<file path="src/design/hav_pkg.sv">
// Shared widths, constants and arctangent table for the haversine distance datapath.
package hav_pkg;

	// CORDIC datapath width: Q2.30 values with headroom for gain growth
	localparam int CW = 34;

	localparam logic signed [CW-1:0] GAIN_Q30 = 34'sd652032874;
	localparam logic [30:0]          ONE_Q30  = 31'd1073741824;

	// Angles in 1e-7 degree
	localparam logic signed [33:0] HALF_TURN    = 34'sd1800000000;
	localparam logic signed [33:0] FULL_TURN    = 34'sd3600000000;
	localparam logic signed [33:0] QUARTER_TURN = 34'sd900000000;

	// round(pi * 2^62 / 1.8e9), split into two partial-product halves
	localparam logic [63:0] RAD_MUL =
		(64'hC90FDAA22168C234 + 64'd900000000) / 64'd1800000000;
	localparam logic [15:0] RAD_HI = RAD_MUL[32:17];
	localparam logic [16:0] RAD_LO = RAD_MUL[16:0];

	localparam logic [22:0] EARTH_M = 23'd6371000;

	function automatic logic signed [CW-1:0] atan_q30(input int unsigned i);
		logic signed [CW-1:0] r;
		case (i)
			0:  r = 34'sd843314857;
			1:  r = 34'sd497837829;
			2:  r = 34'sd263043837;
			3:  r = 34'sd133525159;
			4:  r = 34'sd67021687;
			5:  r = 34'sd33543516;
			6:  r = 34'sd16775851;
			7:  r = 34'sd8388437;
			8:  r = 34'sd4194283;
			9:  r = 34'sd2097149;
			10: r = 34'sd1048576;
			default: r = (i <= 30) ? CW'(64'd1 << (30 - i)) : '0;
		endcase
		return r;
	endfunction

endpackage

</file>
<file path="src/design/hav_isqrt.sv">
// Pipelined integer square root, one result bit per register stage.
module hav_isqrt (
	input  logic        clk,
	input  logic        en,
	input  logic [60:0] n_in,
	output logic [30:0] root_out
);
	import hav_pkg::*;

	logic [60:0] rem_s  [31];
	logic [30:0] root_s [31];

	for (genvar k = 0; k < 31; k++) begin : g_bit
		localparam int B = 30 - k;
		logic [60:0] rem_in;
		logic [30:0] root_in;
		logic [62:0] delta;

		if (k == 0) begin : g_first
			assign rem_in  = n_in;
			assign root_in = '0;
		end else begin : g_next
			assign rem_in  = rem_s[k-1];
			assign root_in = root_s[k-1];
		end

		// (r + 2^B)^2 - r^2
		assign delta = ({32'd0, root_in} << (B + 1)) + (63'd1 << (2 * B));

		always_ff @(posedge clk) begin
			if (en) begin
				if ({2'b00, rem_in} >= delta) begin
					rem_s[k]  <= rem_in - delta[60:0];
					root_s[k] <= root_in | (31'd1 << B);
				end else begin
					rem_s[k]  <= rem_in;
					root_s[k] <= root_in;
				end
			end
		end
	end

	assign root_out = root_s[30];

endmodule

</file>
<file path="config.mk">
export PLATFORM = sky130hd
export DESIGN_NAME = hav_isqrt
export DESIGN_NICKNAME = d
export VERILOG_FILES = /design/src/design/hav_pkg.sv /design/src/design/hav_isqrt.sv
export SDC_FILE = /design/constraint.sdc
export NUM_CORES = 2
export LEC_CHECK = 0
export BUFFER_PORTS_ARGS = -buffer_cell sky130_fd_sc_hd__buf_4
export CORE_MARGIN = 10
export CORE_UTILIZATION = 61
export DETAILED_ROUTE_END_ITERATION = 10
export GPL_TIMING_DRIVEN = 0
export PLACE_DENSITY_LB_ADDON = 0.12
export SYNTH_ARGS = -nofsm -noshare
export SYNTH_HDL_FRONTEND = slang
export SYNTH_SLANG_ARGS = --single-unit
</file>
<file path="constraint.sdc">
create_clock -name clk -period 5.25 [get_ports clk]
set_input_delay 1.05 -clock clk [delete_from_list [all_inputs] [get_ports clk]]
set_output_delay 1.05 -clock clk [all_outputs]
set_load 0.02 [all_outputs]
</file>
==> summary.md <==
| Metric | Value |
|---|---|
| Status | finished, final reports clean |
| Worst-Margin Slew | 1390 ps |
| Min cycle time layout | 5030 ps |
| Placed cell count | 11700 |
| Layout cells sized above 1 | 6.82% |
| GP Congestion | 0.981 |
| Max stage delay on crit path | 920 ps |
| Post-DP HPWL | 233 mm |
| Share of the synthesized area in the top cell type | 61.9% |
| Post-CTS Setup Bufs | 0 |
| Slew margin rel. | 6.38% |
| CORE AREA | 0.184 mm^2 |
| Net count of the mapped netlist | 9752 |
| Port bufs | 93 |
| Placement Rows | 157 |
| Remaining global-route overflow | 0 |
| Clock Sinks | 2326 |
| Clock tree from TritonCTS | built |
| R2r worst-path depth | 10 |
| Setup_tns | 0 ps |
| Crit path buffers/inverters | 1 |
| Post-DP Area | 0.117 mm^2 |
| Worst-path cell chain | ha_1 -> o21a_1 -> a2bb2oi_1 -> a21oi_1 -> o21bai_1 -> o22ai_1 -> o211ai_1 -> clkbuf_1 -> nand4_1 -> xnor2_1 |
| CP Max Fanout | 10 |
| Iteration count of the initial detailed-routing pass | 6 |
| Final Hold Vio Count | 0 |
| Hold WC Path Type | input port to register |
| Largest net degree at the start of global routing | 77 |
| Synth Area per Inst | 12.3 um^2 |
| Clock latency on the worst-skew pair | 900 ps |
| WHS Path Cells | 1 |
| H-tree depth | 4 |
| P per Cell Area | 434 mW/mm^2 |
| DIE HEIGHT | 450 um |
| Synth Instances | 9165 |
| CP delay by family, top | compound AO/OA/AOI/OAI gates |
| Synth Flop Type | edfxtp_1 |
| Hold path startpoint | n_in[54] |
| Starting Density | 61.5% |
| Fmax | 199 MHz |
| Full die area | 0.203 mm^2 |
| Initial drt markers | 8056 |
| Num CTS Buffers | 226 |
| Vias in the first global route | 72200 |
| Worst setup SP type | register |
| Total of max-cap violations | 0 |
| CP max stage cell | o211ai_1 |
| Synth unique cells | 96 |
| Sequential share of the synthesized area | 61.9% |
| Pre-CTS WS | -660 ps |
| Cell taking the most area after synthesis | edfxtp_1 |
| Seq cells post-synth | 2326 |
| RSZ-0062 raised after global routing | false |
| Cell Area, Synth | 0.113 mm^2 |
| Critical Path AT | 5580 ps |
| Overall global routing resource usage | 29.1% |
| Reg-to-reg slack, setup | 220 ps |
| Post-synth EDFFs | 2326 |
| Final Skew | 60.8 ps |
| Syn. warnings | 0 |
| Worst setup EP type | register |
| Drc violations | 0 |
| Hold Path End | rem_s[0][54] |
| WL final | 302 mm |
| Setup CP Type | register to register |
| First-pass GRT wire length | 452 mm |
| Vias | 75700 |
| Routed Antenna Nets | 0 |
| Static leakage | 46.5 nW |
| Nets | 10100 |
| Via density | 6.21 |
| Top Ports | 94 |
| Peak supply drop | 371 uV |
| Final setup margin | 221 ps |
| Max Slew Vio Count | 0 |
| Setup violations, final | 0 |
| Clock transition at path regs | 60 ps |
| Initial antenna violation count | 8 |
| Final Cell Area | 0.125 mm^2 |
| Final worst-path cycle share | 95.8% |
| Drt wl/cell | 24.8 um |
| Maximum clock path buffer count | 3 |
| Worst EP required | 5800 ps |
| Crit Reg-Reg Endpoint | rem_s[1][413] |
| Reg2reg start | rem_s[1][324] |
| Finished Layout Cells | 12200 |
| Post-CTS sizing | 0 |
| Area contributors post-synth | edfxtp_1 62%, ha_1 5.8%, xnor2_1 3.3% |
| CTS root buffer | clkbuf_16 |
| Die X-Extent | 450 um |
| Layout area overhead | 10.8% |
| Ys async rst share | 0% |
per-stage QoR:
| step | util, % | hold slack (ps) | total power, mW |
|---|---|---|---|
| after CTS | 68.1 | 256 | 54.3 |
| final | 68.1 | 311 | 54.3 |
| after detailed placement | 64.0 | 428 | 37.8 |
| after floorplan | - | 417 | 33.7 |
| after global placement | 63.5 | 428 | 37.8 |
| after global routing | 68.1 | 276 | 56.6 |
registers in the layout, summed over array words and instances (netlist names):
| signal | count |
|---|---|
| rem_s | 1830 |
| root_s | 496 |
synthesized netlist by cell type (16+ instances only):
library cell     n
xor2_1         374
buf_1           16
nand3b_1        30
nor4_1         332
o31a_1          18
o211ai_1        38
o31ai_1         35
nor2_1         577
o21a_1          91
nor4b_1         57
nand2b_1       111
nor2b_1         83
a211o_1         16
a21boi_0        24
nand3_1        165
a31oi_1         62
nand2_1        677
clkbuf_1       208
or3_1           93
a211oi_1        40
o21ai_0        486
or2_2           23
xnor2_1        420
edfxtp_1      2326
or4_1           60
mux2_2          66
a21oi_1        522
nor3_1         249
ha_1           523
and3_1          55
and4_1          19
inv_1          644
a21o_1         203
o21bai_1        43
nor3b_1         21
and2_1          30
buf_2           20
nand4b_1        26
nand4_1        161
worst max-delay path by stage:
stage	from	endpoint	slack (ps)	cells past startpoint
2_1_floorplan	en	rem_s[1][610]	510	4
4_1_cts	en	rem_s[1][809]	220	13
5_1_grt	rem_s[1][324]	rem_s[1][413]	50	10
3_5_place_dp	en	rem_s[1][809]	-660	13
6_report	rem_s[1][324]	rem_s[1][413]	220	10
3_3_place_gp	en	rem_s[1][401]	-3190	5
power breakdown:
part	switching [mW]	internal (mW)	leakage, nW
Sequential	2.12	23.6	22.4
Clock	7.23	9.20	3.63
Combinational	7.55	4.63	20.5
Total	16.9	37.4	46.5
metal layers:
metal | global-route usage [%] | wire (um) | up-vias
met3 | 4.58 | 21500 | 674
met2 | 47.3 | 142000 | 3138
met4 | 12.1 | 14700 | 0
met1 | 39.2 | 124000 | 36800
met5 | 0 | 0 | -
li1 | - | - | 35000
final cells by class:
type                            count  area (um^2)
Timing Repair Buffer              120         1360
Fill cell                       13100        58600
Clock inverter                    159         1770
Multi-Input combinational cell   5949        39700
Antenna cell                        8         20.0
Sequential cell                  2326        69800
Inverter                          645         2420
Buffer                            244         1050
Tap cell                         2464         3080
Clock buffer                      262         5810
repair_timing:
item	4_1_cts	5_1_grt
endpoints found under the setup margin	0	2
hold buffers	0	0
endpoints found under the hold margin	0	0
kinds of logic (layout without fill, tap and decap cells):
group                      count (synthesis)  in the layout  synth area share [%]
AOI/OAI and AO/OA                       1736           1736                  9.53
xor gates and xnor gates                 794            794                  6.16
adders and majority gates                524            524                  5.81
buffers and inverters                    890           1430                  2.98
DFF                                     2326           2326                  61.9
muxes                                     79             79                 0.773
other                                      0              8                     0
and+or+nand+nor                         2816           2816                  12.9
cells in the final DEF, fill, tap and decap left out, types with 62 or more instances in the layout:
master     instances
xor2_1           374
nor3_1           249
clkbuf_16        227
nand2_1          677
nor4_1           332
a31oi_1           62
a21o_1           203
nand4_1          161
mux2_2            66
inv_1            644
nand2b_1         111
ha_1             523
o21a_1            91
nor2_1           577
or3_1             93
clkbuf_1         208
a21oi_1          522
xnor2_1          420
buf_4             95
nor2b_1           83
edfxtp_1        2326
nand3_1          165
o21ai_0          486
No activity file was read; power rests on OpenSTA's default activity.
